<file path="src/rtl/core/ndq_pkg.sv">
`timescale 1ns / 1ps

package ndq_pkg;

   // Fixed field widths
   localparam int IDX_W      = 9;
   localparam int SIZE_W     = 10;
   localparam int COS_W      = 30;
   localparam int CSR_ADDR_W = 3;
   localparam int CSR_DATA_W = 32;

   // Register indexes (paddr[2])
   localparam logic REG_TABLE_SIZE = 1'b0;
   localparam logic REG_MIN_COSINE = 1'b1;

   // Item actions
   localparam logic ACT_LOAD  = 1'b0;
   localparam logic ACT_QUERY = 1'b1;

   localparam logic [SIZE_W-1:0] TABLE_SIZE_RESET = 10'd500;

   typedef struct packed {
      logic load;      // write the table entry carried by the accepted item
      logic start;     // capture the query and reset the running best
      logic issue;     // read one table entry into the dot product pipeline
      logic take;      // move the finished result into the output register
      logic is_query;  // the finished transaction was a query
   } cmd_type;

   typedef struct packed {
      logic busy;      // dot product pipeline still holds entries
   } status_type;

endpackage

</file>
<file path="src/rtl/core/ndq_ctrl.sv">
`timescale 1ns / 1ps

module ndq_ctrl #(
   parameter int TABLE_DEPTH = 512
) (
   input  logic                            clock,
   input  logic                            reset,
   input  logic                            req_valid,
   input  logic                            req_action,
   output logic                            req_stall,
   output logic                            rsp_valid,
   input  logic                            rsp_stall,
   input  logic [ndq_pkg::SIZE_W-1:0]      table_size,
   input  ndq_pkg::status_type             status,
   output ndq_pkg::cmd_type                cmd,
   output logic [((TABLE_DEPTH > 1) ? $clog2(TABLE_DEPTH) : 1)-1:0] issue_addr
);

   localparam int AW    = (TABLE_DEPTH > 1) ? $clog2(TABLE_DEPTH) : 1;
   localparam int CNT_W = $clog2(TABLE_DEPTH + 1);

   localparam logic [1:0] ST_IDLE   = 2'd0;
   localparam logic [1:0] ST_SCAN   = 2'd1;
   localparam logic [1:0] ST_DRAIN  = 2'd2;
   localparam logic [1:0] ST_FINISH = 2'd3;

   logic [1:0]       state_ff, state_in;
   logic [CNT_W-1:0] cnt_ff, cnt_in;
   logic [CNT_W-1:0] n_ff, n_in;
   logic             is_query_ff, is_query_in;
   logic             rsp_valid_ff, rsp_valid_in;
   logic [CNT_W-1:0] n_sat;
   logic             accept;
   logic             out_free;

   assign req_stall  = (state_ff != ST_IDLE);
   assign accept     = req_valid & ~req_stall;
   assign out_free   = ~rsp_valid_ff | ~rsp_stall;
   assign rsp_valid  = rsp_valid_ff;
   assign issue_addr = cnt_ff[AW-1:0];

   // Clamp the search length to the table depth
   assign n_sat = (32'(table_size) > 32'(TABLE_DEPTH)) ? CNT_W'(TABLE_DEPTH)
                                                       : CNT_W'(table_size);

   always_comb begin
      state_in     = state_ff;
      cnt_in       = cnt_ff;
      n_in         = n_ff;
      is_query_in  = is_query_ff;
      cmd          = '0;
      cmd.is_query = is_query_ff;
      unique case (state_ff)
         ST_IDLE: begin
            if (accept) begin
               if (req_action == ndq_pkg::ACT_QUERY) begin
                  cmd.start   = 1'b1;
                  cnt_in      = '0;
                  n_in        = n_sat;
                  is_query_in = 1'b1;
                  state_in    = ST_SCAN;
               end else begin
                  cmd.load    = 1'b1;
                  is_query_in = 1'b0;
                  state_in    = ST_FINISH;
               end
            end
         end
         ST_SCAN: begin
            if (cnt_ff == n_ff) begin
               state_in = ST_DRAIN;
            end else begin
               cmd.issue = 1'b1;
               cnt_in    = cnt_ff + CNT_W'(1);
            end
         end
         ST_DRAIN: begin
            if (!status.busy) begin
               state_in = ST_FINISH;
            end
         end
         ST_FINISH: begin
            if (out_free) begin
               cmd.take = 1'b1;
               state_in = ST_IDLE;
            end
         end
         default: begin
            state_in = ST_IDLE;
         end
      endcase
   end

   always_comb begin
      if (cmd.take) begin
         rsp_valid_in = 1'b1;
      end else if (!rsp_stall) begin
         rsp_valid_in = 1'b0;
      end else begin
         rsp_valid_in = rsp_valid_ff;
      end
   end

   always_ff @(posedge clock) begin
      if (reset) begin
         state_ff     <= ST_IDLE;
         rsp_valid_ff <= 1'b0;
         is_query_ff  <= 1'b0;
      end else begin
         state_ff     <= state_in;
         rsp_valid_ff <= rsp_valid_in;
         is_query_ff  <= is_query_in;
      end
   end

   always_ff @(posedge clock) begin
      cnt_ff <= cnt_in;
      n_ff   <= n_in;
   end

endmodule

</file>
<file path="config.mk">
export PLATFORM = sky130hd
export DESIGN_NAME = ndq_ctrl
export DESIGN_NICKNAME = d
export VERILOG_FILES = /design/src/rtl/core/ndq_pkg.sv /design/src/rtl/core/ndq_ctrl.sv
export SDC_FILE = /design/constraint.sdc
export NUM_CORES = 1
export LEC_CHECK = 0
export BUFFER_PORTS_ARGS = -buffer_cell sky130_fd_sc_hd__buf_2
export CORE_MARGIN = 5
export CORE_UTILIZATION = 40
export DETAILED_ROUTE_END_ITERATION = 8
export HOLD_SLACK_MARGIN = 0.06
export PLACE_DENSITY_LB_ADDON = 0.15
export SETUP_SLACK_MARGIN = 0.02
export SYNTH_ARGS = -nofsm -noshare
export SYNTH_HDL_FRONTEND = slang
export SYNTH_SLANG_ARGS = --single-unit
</file>
<file path="constraint.sdc">
create_clock -name clock -period 1.9 [get_ports clock]
set_input_delay 0.38 -clock clock [delete_from_list [all_inputs] [get_ports clock]]
set_output_delay 0.38 -clock clock [all_outputs]
set_load 0.01 [all_outputs]
</file>
; ---- Yosys cells after proc, flatten, opt, wreduce, memory -nomap -nowiden
; Cells that the tools add are included.
; Widths: inputs -> output; s select.
[classes]
add_sub_neg = 1
order_cmp = 1
n_eq_ne = 11
muxes = 20
bitwise_logic = 5
n_reduce_logical = 7
[ops]
columns = operator, count
row1 = $mux 10, 3
row2 = $pmux 10 s2, 1
row3 = $mux 2, 7
row4 = $ne 2x2->1 const B, 6
row5 = $add 10x1->10 const B, 1
row6 = $eq 10x10->1, 1
row7 = $gt 10x10->1 const B, 1
row8 = $mux 1, 8
row9 = $pmux 2 s4, 1
row10 = $reduce_and 4->1, 2
row11 = $eq 2x2->1 const B, 2
row12 = $reduce_bool 2->1, 2
row13 = $not 1->1, 3
row14 = $reduce_and 3->1, 1
row15 = $eq 2x1->1 const B, 1
row16 = $logic_not 2->1, 1
row17 = $ne 2x1->1 const B, 1
row18 = $reduce_and 2->1, 1
row19 = $and 1x1->1, 1
row20 = $or 1x1->1, 1
[word_totals]
regBits = 24
in_bits = 16
output_inout_bits = 16
word_cells = 50

; ---- Depth between registers and ports, before layout
[depth]
word_depth = 5
depth_mapped = 6
depth_no_buf = 6

; ---- Worst setup path before layout
; Ideal clock, no wire load.
[synth_timing]
kind = reg-to-reg
startpoint = reg cnt_ff[0]
endpoint = reg cnt_ff[0], enable pin
setup_time_ns = 0.383
t_arrival_ns = 1.453
required_ns = 1.517
slack_ns = 0.064
stages_incl_launch_ff = 5
n_path_buf = 0
synth_period_minus_slack_ns = 1.836
cell_sequence = edfxtp_1 -> xor2_1 -> nor2_1 -> and3_1 -> a31oi_1
[synth_via]
elab_chain_cells = 3
[synth_rtl]
columns = element, line_no
row1 = start: declaration, ndq_ctrl.sv:28  ; logic [CNT_W-1:0] cnt_ff, cnt_in;
row2 = start signal: assignment, ndq_ctrl.sv:117  ; cnt_ff <= cnt_in;
row3 = $eq 10x10->1, ndq_ctrl.sv:70  ; if (cnt_ff == n_ff) begin
row4 = $ne 2x2->1 (no line), -
row5 = $reduce_and 4->1 (no line), -
; No other way between the ends.
; A chain may end at the register's enable or synchronous reset.

==> results.json <==
{
  "met3_usage": 0.0405,
  "diodes": 0,
  "endpoint_kind": "primary output",
  "initial_core_util": 0.411,
  "fill_cells": 340,
  "drc": 0,
  "ys_ff_latch": 24,
  "status": "finished, violations left",
  "dpl_cell_area_mm2": 0.00154,
  "synth.avg_cell_area_um2": 10.7,
  "synth_top_area_cell": "edfxtp_1",
  "start_kind": "flip-flop",
  "synth-compound-area-share": 0.0729,
  "routed_wl_um": 2700,
  "cpPeakStageDelay_ns": 0.45,
  "post-route-min-period_ns": 2.04,
  "crit_arrival_ns": 1.66,
  "ff_latch_area_um2": 682,
  "routedWlPerCell_um": 13.2,
  "peakVddDrop_mv": 0.587,
  "worstSetupPathType": "reg2out",
  "antenna_found_initial": 0,
  "synthToLayoutAreaGrowth_pct": 17.8,
  "synth_cell_types": 31,
  "final_common_cell": "buf_2",
  "power_density_mw_per_mm2": 1430,
  "gp_congestion": 0.747,
  "numClockSinks": 24,
  "min_period_over_period": 1.07,
  "cp_slowest_cell": "edfxtp_1",
  "slew-limit-headroom": 0.797,
  "p_leak_nw": 0.684,
  "vias": 992,
  "drtPass1Iterations": 4,
  "antenna_left": 0,
  "muxShareOfSynthArea": 0.0146,
  "fp.coreArea_mm2": 0.00334,
  "cts_inserted_buffers": 3,
  "critical_path.cell_chain": "xor2_1 -> nor4_2 -> a41oi_2 -> buf_2",
  "failed_checks": "setup timing",
  "met1_usage": 0.169,
  "yosys.area.top_type_share": 0.438,
  "setup_viol": 1,
  "synth-xor-area-share": 0.102,
  "grt_max_degree": 15,
  "multiInputGateArea_um2": 583,
  "die_width_um": 68.6,
  "max_freq_ghz": 0.490,
  "worst_slew_pin_slew_ns": 0.303,
  "critPathLaunch": "cnt_ff[3]$_SDFFCE_PP0P_",
  "final_core_util": 0.484,
  "finalSetupTns_ns": -0.139,
  "grt_most_used_layer": "met2",
  "num_rows": 21,
  "vias_per_cell": 4.84,
  "pin_count": 32,
  "grt_use_met2": 0.198,
  "synth-warning-count": 0,
  "syn_area_mm2": 0.00137,
  "clkTransAtPathRegs_ns": 0.14,
  "finClkSkew_ns": 0.00467,
  "whs_ns": 0.291,
  "hp-class": "in2reg",
  "synth_cells": 128,
  "dieHeight_um": 68.6,
  "setup_slack_ns": -0.139,
  "drive_above_1_share": 0.302,
  "worstPathRequired_ns": 1.52,
  "cap_violations": 0,
  "final_cell_mix": "buf_2 (31), edfxtp_1 (20), nor2_1 (16), xor2_1 (14)",
  "dieArea_mm2": 0.00470,
  "fin_area_mm2": 0.00162,
  "synthSimpleGateAreaFrac": 0.175,
  "reg2reg_slack_ns": 0.08,
  "clkLatencyLatePin_ns": 0.31,
  "synth_top_family_by_area": "simple AND/OR/NAND/NOR gates",
  "timing.rr.start": "cnt_ff[3]$_SDFFCE_PP0P_",
  "slew_violations": 0,
  "fin_nets": 182,
  "grt_pass1_wl_um": 4440,
  "h-tree-depth": 1,
  "r2r_cells": 5,
  "grt_remaining_overflow": 0,
  "crit_end": "cmd[2]",
  "io_buffers": 31,
  "ys_top_cells_by_area": "edfxtp_1 (44%), xor2_1 (8.9%), buf_4 (6.0%)",
  "power_mw": 2.31,
  "hold_buffers": 0,
  "yosysSeqAreaShare": 0.496,
  "clockBufferDepth": 2,
  "synth_adder_area_share": 0.0547,
  "drt_iter0_markers": 42,
  "dp_hpwl_um": 2150,
  "rsz0062_at_grt": "true",
  "cts_tree": "yes",
  "path_max_fanout": 2,
  "cts-root-buf": "clkbuf_4",
  "synth_nets": 150,
  "grtUsageTotal": 0.127,
  "reg2reg_to": "state_ff[1]$_SDFFE_PP0P_",
  "finalHoldViolations": 0,
  "grt_pass1_vias": 972
}
report_power, final:
group / internal [mW] / switching, mW
Clock: 0.213 / 0.155
Combinational: 0.441 / 0.542
Sequential: 0.791 / 0.167
critical path: cells and delay by family, from the launching register on:
| family | cells | cell delay, ns |
|---|---|---|
| DFF | 1 | 0.45 |
| and+or+nand+nor | 1 | 0.36 |
| xor gates and xnor gates | 1 | 0.18 |
| AOI/OAI and AO/OA | 1 | 0.18 |
| buffers and inverters | 1 | 0.18 |
Yosys cell counts:
library cell,n
nand3_1,5
nor4_1,1
buf_4,11
nand4_1,1
nand2_1,5
xor2_1,14
ha_1,6
a41oi_1,1
and2_1,1
o21ai_0,4
nor4_2,1
dfxtp_1,4
a211o_1,1
clkinv_1,1
xnor2_1,2
a21oi_1,4
or3_1,2
o21bai_1,1
clkbuf_1,1
a311oi_2,1
buf_6,1
mux2i_1,2
nor3_1,1
nor2_1,16
nor2b_1,9
edfxtp_1,20
and3_1,3
nand2b_1,2
a31oi_1,2
inv_1,4
a21boi_0,1
registers in the layout, summed over array words and instances, names as in the netlist:
| register | flops |
|---|---|
| cnt_ff | 10 |
| n_ff | 10 |
| state_ff | 2 |
| is_query_ff | 1 |
| rsp_valid | 1 |
timing repair:
item                                    4_1_cts  5_1_grt
resized for setup                             0        2
endpoints found under the setup margin        1        4
pin swaps                                     0        3
buffers inserted                              0        2
endpoints found under the hold margin         0        0
area by class of cell:
type / instances / area share
clock inverter: 1 / 0.0186
multi-input combinational: 86 / 0.361
tap: 46 / 0.0356
inverter: 5 / 0.0116
timing repair buffer: 40 / 0.138
clock buffer: 3 / 0.0139
sequential: 24 / 0.422
metrics by stage:
step                cells  setup slack, ns
detailed placement    199            0.142
global placement      199            0.205
global route          205           -0.209
CTS                   203           -0.125
floorplan             128           0.0638
finish                205           -0.139
logic make-up (layout without fill, tap and decap cells):
group / after synthesis / after routing
adder cells (fa/ha/maj): 6 / 6
flip-flops: 24 / 24
buffers and inverters: 18 / 49
AND/OR/NAND/NOR: 47 / 47
multiplexers: 2 / 2
AO/OA/AOI/OAI: 15 / 15
XOR/XNOR: 16 / 16
layer usage:
metal	vias up	wire, µm
li1	495	-
met4	0	27
met2	24	1210
met3	4	162
met1	469	1300
met5	-	0
worst min-delay path by stage:
stage          depth (start not counted)  slack, ns                     start                  endpoint
2_1_floorplan                          1       0.45                     reset  is_query_ff$_SDFFE_PP0P_
3_3_place_gp                           2       0.48  is_query_ff$_SDFFE_PP0P_  is_query_ff$_SDFFE_PP0P_
3_5_place_dp                           2       0.48  is_query_ff$_SDFFE_PP0P_  is_query_ff$_SDFFE_PP0P_
4_1_cts                                2       0.28                     reset  is_query_ff$_SDFFE_PP0P_
5_1_grt                                2       0.28                     reset  is_query_ff$_SDFFE_PP0P_
6_report                               2       0.29                     reset  is_query_ff$_SDFFE_PP0P_
Note: power is estimated with default switching activity, not from simulation.
